## config.mk

```make
export PLATFORM = sky130hd
export DESIGN_NAME = pibt_cfg
export DESIGN_NICKNAME = d
export VERILOG_FILES = /design/src/rtl/core/point_in_oriented_box_test_unit_defines.svh /design/src/rtl/core/pibt_pkg.sv /design/src/rtl/core/pibt_cfg.sv
export SDC_FILE = /design/constraint.sdc
export NUM_CORES = 1
export LEC_CHECK = 0
export ABC_CLOCK_PERIOD_IN_PS = 2300
export BUFFER_PORTS_ARGS = -buffer_cell sky130_fd_sc_hd__buf_2
export CAP_MARGIN = 40
export CORE_AREA = 2 2 169 171
export CTS_BUF_LIST = sky130_fd_sc_hd__clkbuf_16
export CTS_CLUSTER_DIAMETER = 30
export DETAILED_ROUTE_END_ITERATION = 8
export DIE_AREA = 0 0 171 173
export GPL_ROUTABILITY_DRIVEN = 1
export PLACE_DENSITY = 0.75
export SYNTH_ARGS = -nofsm -noshare
export SYNTH_HDL_FRONTEND = slang
export SYNTH_SLANG_ARGS = --single-unit
export TNS_END_PERCENT = 1
```

## constraint.sdc

```tcl
create_clock -name clk -period 2.3 [get_ports clk]
set_input_delay 0.46 -clock clk [delete_from_list [all_inputs] [get_ports clk]]
set_output_delay 0.46 -clock clk [all_outputs]
set_load 0.01 [all_outputs]
```

## src/rtl/core/point_in_oriented_box_test_unit_defines.svh

```systemverilog
// Assertion macros for the point-in-box tester
`ifndef POINT_IN_ORIENTED_BOX_TEST_UNIT_DEFINES_SVH
`define POINT_IN_ORIENTED_BOX_TEST_UNIT_DEFINES_SVH

// implication checked in the following cycle
`define PIBT_ASSERT_NEXT(label, ante, cons) \
	label: assert property (@(posedge clk) disable iff (!arst_n) (ante) |=> (cons)) \
		else $error("pibt: check failed");

// implication checked in the same cycle
`define PIBT_ASSERT_NOW(label, ante, cons) \
	label: assert property (@(posedge clk) disable iff (!arst_n) (ante) |-> (cons)) \
		else $error("pibt: check failed");

`endif

```

## src/rtl/core/pibt_pkg.sv

```systemverilog
// Types, constants and plane tables of the point-in-box tester
package pibt_pkg;

	localparam int NumPlanes = 6;
	localparam int CoordW    = 16;
	localparam int CofW      = 34;
	localparam int PW        = 35;
	localparam int SplitW    = 17;
	localparam int HalfW     = PW - SplitW;
	localparam int PartW     = HalfW + CofW;
	localparam int ProdW     = CoordW + CofW;
	localparam int SumW      = ProdW + 2;
	localparam int KW        = 72;
	localparam int AddrW     = 6;
	localparam int DataW     = 64;
	localparam int CntW      = 3;
	localparam logic [CntW-1:0] SettleCycles = 3'd6;

	localparam logic [2:0] RegBoxMin = 3'd0;
	localparam logic [2:0] RegBoxMax = 3'd1;
	localparam logic [2:0] RegRow0   = 3'd2;
	localparam logic [2:0] RegRow1   = 3'd3;
	localparam logic [2:0] RegRow2   = 3'd4;

	// corner on each face (bit0 x, bit1 y, bit2 z, 1 = max), normal column, extent negate
	localparam logic [2:0] PlaneCorner [NumPlanes] = '{3'd4, 3'd0, 3'd1, 3'd5, 3'd6, 3'd4};
	localparam int         PlaneCol    [NumPlanes] = '{2, 0, 2, 0, 1, 1};
	localparam logic       PlaneNeg    [NumPlanes] = '{1'b0, 1'b1, 1'b1, 1'b0, 1'b0, 1'b1};
	localparam int         NextAx      [3]         = '{1, 2, 0};
	localparam int         PrevAx      [3]         = '{2, 0, 1};

	typedef struct packed {
		logic                     last_vertex;
		logic signed [CoordW-1:0] vertex_z;
		logic signed [CoordW-1:0] vertex_y;
		logic signed [CoordW-1:0] vertex_x;
	} vtx_t;

	typedef struct packed {
		logic last_result;
		logic inside_res;
	} res_t;

	typedef struct packed {
		logic [47:0]      box_min;
		logic [47:0]      box_max;
		logic [2:0][63:0] mat;
	} cfg_t;

	// cof indexed [column][row]
	typedef struct packed {
		logic [2:0][2:0][CofW-1:0]       cof;
		logic [NumPlanes-1:0][KW-1:0]    k;
		logic [NumPlanes-1:0]            ok;
		logic [NumPlanes-1:0]            flip;
	} geom_t;

endpackage

```

## src/rtl/core/pibt_cfg.sv

```systemverilog
// APB register file and plane settle counter
module pibt_cfg (
	input  logic                          clk,
	input  logic                          arst_n,
	input  logic                          psel,
	input  logic                          penable,
	input  logic                          pwrite,
	input  logic [pibt_pkg::AddrW-1:0]    paddr,
	input  logic [pibt_pkg::DataW-1:0]    pwdata,
	output logic [pibt_pkg::DataW-1:0]    prdata,
	output pibt_pkg::cfg_t                cfg,
	output logic                          busy
);
	logic [47:0]                 box_min_q, box_max_q;
	logic [2:0][63:0]            mat_q;
	logic [pibt_pkg::CntW-1:0]   cnt_q;
	logic [2:0]                  idx;
	logic                        wr;

	assign idx = paddr[pibt_pkg::AddrW-1:3];
	assign wr  = psel && penable && pwrite;

	always_ff @(posedge clk or negedge arst_n) begin
		if (!arst_n) begin
			box_min_q <= '0;
			box_max_q <= '0;
			mat_q     <= '0;
			cnt_q     <= pibt_pkg::SettleCycles;
		end else begin
			if (wr) begin
				cnt_q <= pibt_pkg::SettleCycles;
				case (idx)
					pibt_pkg::RegBoxMin: box_min_q <= pwdata[47:0];
					pibt_pkg::RegBoxMax: box_max_q <= pwdata[47:0];
					pibt_pkg::RegRow0:   mat_q[0]  <= pwdata;
					pibt_pkg::RegRow1:   mat_q[1]  <= pwdata;
					pibt_pkg::RegRow2:   mat_q[2]  <= pwdata;
					default: ;
				endcase
			end else if (cnt_q != '0) begin
				cnt_q <= cnt_q - 1'b1;
			end
		end
	end

	always_comb begin
		case (idx)
			pibt_pkg::RegBoxMin: prdata = {16'd0, box_min_q};
			pibt_pkg::RegBoxMax: prdata = {16'd0, box_max_q};
			pibt_pkg::RegRow0:   prdata = mat_q[0];
			pibt_pkg::RegRow1:   prdata = mat_q[1];
			pibt_pkg::RegRow2:   prdata = mat_q[2];
			default:             prdata = '0;
		endcase
	end

	assign cfg.box_min = box_min_q;
	assign cfg.box_max = box_max_q;
	assign cfg.mat     = mat_q;
	assign busy        = cnt_q != '0;

endmodule

```

==> summary.md <==
| Metric | Value |
|---|---|
| Vias in the first global route | between 10000 and 15000 |
| Critical path class | in -> out |
| Global Route Usage Sum | around 28% |
| Die Area | 29580 um2 |
| Die height | 173 um |
| Register area | 7284 um2 |
| Final Setup Violations | 0 |
| Final slew viol count | 0 |
| Post-synthesis mux area share | about 30% |
| Routability Congestion | roughly 0.86 |
| Final WS setup | 0.05359 ns |
| Row cnt | 61 |
| Share of synthesized cell area in and, or, nand and nor gates | approximately 1.6% |
| Pleak | 9.036 nW |
| Final period util | 97.67% |
| Most common cell after layout, fill and taps aside | buf_2 |
| EDFF count, synth | 0 |
| R2r worst-path depth | 5 |
| Power Total | about 20 mW |
| # clock sinks | slightly below 300 |
| Worst Hold Class | in -> reg |
| Root buffer cell | clkbuf_16 |
| DR vias/cell | 5.673 |
| Post-Synth Adder-Cell Area | 0.1910% |
| Hold depth | 2 |
| VDD IR max | 710.3 uV |
| Vias | slightly above 10000 |
| Largest net degree at the start of global routing | 70 |
| Sequential fraction of the synthesis area | between 50% and 60% |
| Cells after Synth | a little over 900 |
| Most frequent cells in the layout | 422 x buf_2, 299 x mux2_2, 289 x dfrtp_1 |
| Port Buffers | roughly 420 |
| Crit Path Max Fanout | 24 |
| Netlist Area Pre-Place | between 10000 and 15000 um2 |
| Worst rel slew slack | approximately three fifths |
| Register bit total from synthesis | 291 |
| Final HPWL DP | 28.32 mm |
| Crit path DAT | ~1.8 ns |
| Skew final | 0.001803 ns |
| Core ar. | 27630 um2 |
| Area Growth Syn to Fin | 37.85% |
| HP Start | pwdata[50] |
| Skew-Pair Late Insertion Delay | around 0.54 ns |
| First-pass GRT wire length | 64.14 mm |
| Hold Path Sink | cfg[178]$_DFFE_PN0P_ |
| YS warnings | 0 |
| XOR/XNOR share of the synthesized area | less than 1% |
| Synth Net Count | 996 |
| Reg-to-reg startpoint | cnt_q[1]$_DFFE_PN1P_ |
| Clock buffer depth | 3 |
| Setup slack, reg-to-reg | 1.04 ns |
| Layout cells sized above 1 | between 60% and 70% |
| Multi-input gate area | 5430 um2 |
| Total global routing overflow | 0 |
| Minimum clock period after layout | 2.246 ns |
| Setup crit end kind | output pin |
| Main flop type after synthesis | dfrtp_1 |
| Reg-to-reg endpoint | cnt_q[0]$_DFFE_PN0P_ |
| I/O pins | ~430 |
| Fillers | approximately 2100 |
| Hold WS | 0.1598 ns |
| Final nets | ~1500 |
| Cell Pwr Density | 1080 nW/um2 |
| Final Hold Fails | 0 |
| Startpoint Class | input pin |
| Routed Antenna Nets | 0 |
| Fmax | 445.2 MHz |
| Top cells by area, synth | dfrtp_1 55%, mux2_2 26%, a32oi_1 3.2%, a22oi_1 2.7%, o21ai_0 2.5% |
| Average size of a mapped cell | ~14 um2 |
| Initial antenna violation count | 5 |
| WL/cell | between 20 and 25 um |
| First-pass DRT Iterations | 5 |
| RSZ-0062 raised after global routing | no |
| Largest family of logic cells by synthesized area | multiplexers |
| Setup Buffers After CTS | 0 |
| Async set or reset register ratio after synthesis | 100.0% |
| Total Wirelength | 42.15 mm |
| Setup_tns | 0 ns |
| CP required | 1.84 ns |
| Yosys top cell area share | between 50% and 60% |
| Clock slew at reported path FFs | 0.04 ns |
| Drc violations | 0 |
| DR iter-0 viols | about 540 |
| Largest area contributor in the netlist | dfrtp_1 |
| Synth cell types | 30 |
| Run status | finished clean |
| Max_cap viols | 0 |
| Synth Area in Compound Gates | 8.454% |
| CTS H-tree depth | 2 |
| Die Wd | around 170 um |
| Actual slew at the worst max-slew pin | 0.6125 ns |
| CTS tree | yes |
| Effective utilization at floorplan | 47.41% |
| CTS Buf Count | a little under 60 |
| Post-place setup slack | -0.009221 ns |
==> critical path, stage by stage <==
cell,delay [ns]
buf_6,0.19
nor2b_4,0.20
buf_12,0.22
buf_12,0.18
a22oi_1,0.10
o21ai_0,0.23
buf_2,0.19
==> where the power goes <==
part,leakage [nW],switching (mW),internal (mW),total (mW)
logic,4.34,1.99,1.98,3.98
registers,3.71,0.882,6.17,7.06
clock network,0.981,2.70,5.77,8.47
==> registers in the layout, indices dropped and copies added, names as in the netlist <==
| name | flops |
|---|---|
| box_min_q | 48 |
| box_max_q | 48 |
| cfg | 192 |
| cnt_q | 3 |
==> how the worst max path moves through the flow <==
| stage | start | end | slack, ns | cells after the start |
|---|---|---|---|---|
| 2_1_floorplan | paddr[3] | prdata[2] | 0.05 | 6 |
| 3_3_place_gp | paddr[3] | prdata[3] | 0.008 | 7 |
| 3_5_place_dp | paddr[3] | prdata[3] | -0.009 | 7 |
| 4_1_cts | paddr[5] | prdata[50] | 0.04 | 7 |
| 5_1_grt | paddr[5] | prdata[59] | 0.008 | 7 |
| 6_report | paddr[3] | prdata[3] | 0.05 | 7 |
==> stage by stage <==
stage	instance area, um2	instances	utilization (%)
global placement	16020	1700	57.97
CTS	18040	1807	65.29
finish	18060	1812	65.35
floorplan	13100	919	-
detailed placement	16020	1700	57.97
global route	18050	1811	65.34
==> cell usage after synthesis, types with 2 or more instances <==
cell	number
mux2_2	299
dfrtp_1	289
o21ai_0	65
a32oi_1	48
a22oi_1	47
clkbuf_1	24
buf_2	21
mux2_4	20
nand2_1	19
mux2_1	17
mux2i_1	17
buf_4	15
buf_6	9
buf_1	3
inv_1	3
nor2_1	3
nor2b_1	3
and2_1	2
dfstp_2	2
ha_1	2
nand2b_1	2
==> cells by family after synthesis <==
| family | after synthesis |
|---|---|
| AO/OA/AOI/OAI | 161 |
| buffers and inverters | 75 |
| XOR/XNOR | 1 |
| AND/OR/NAND/NOR | 36 |
| adder cells (fa/ha/maj) | 2 |
| multiplexers | 353 |
| flip-flops | 291 |
==> cell type report <==
type | count | area share, %
clock inverters | 45 | 2.675
clock buffers | 61 | 8.454
flip-flops and latches | 291 | 40.34
multi-input cells | 553 | 30.07
repair buffers | 476 | 15.70
inverters | 3 | 0.06237
well taps | 378 | 2.619
diodes | 5 | 0.06930
==> metal layers <==
layer	vias up	global-route usage, %	share of wire [%]
met5	-	0	0
met2	548	47.50	49
li1	4411	-	-
met1	5216	33.72	38
met3	105	7.691	8.4
met4	0	12.43	3.6
==> timing repair <==
item	4_1_cts	5_1_grt
endpoints found under the setup margin	1	2
pin swaps	0	0
gates resized for setup	1	1
hold buffers	1	0
cloned	0	0
hold endpoints to repair	59	0
No activity file was read; power rests on OpenSTA's default activity.
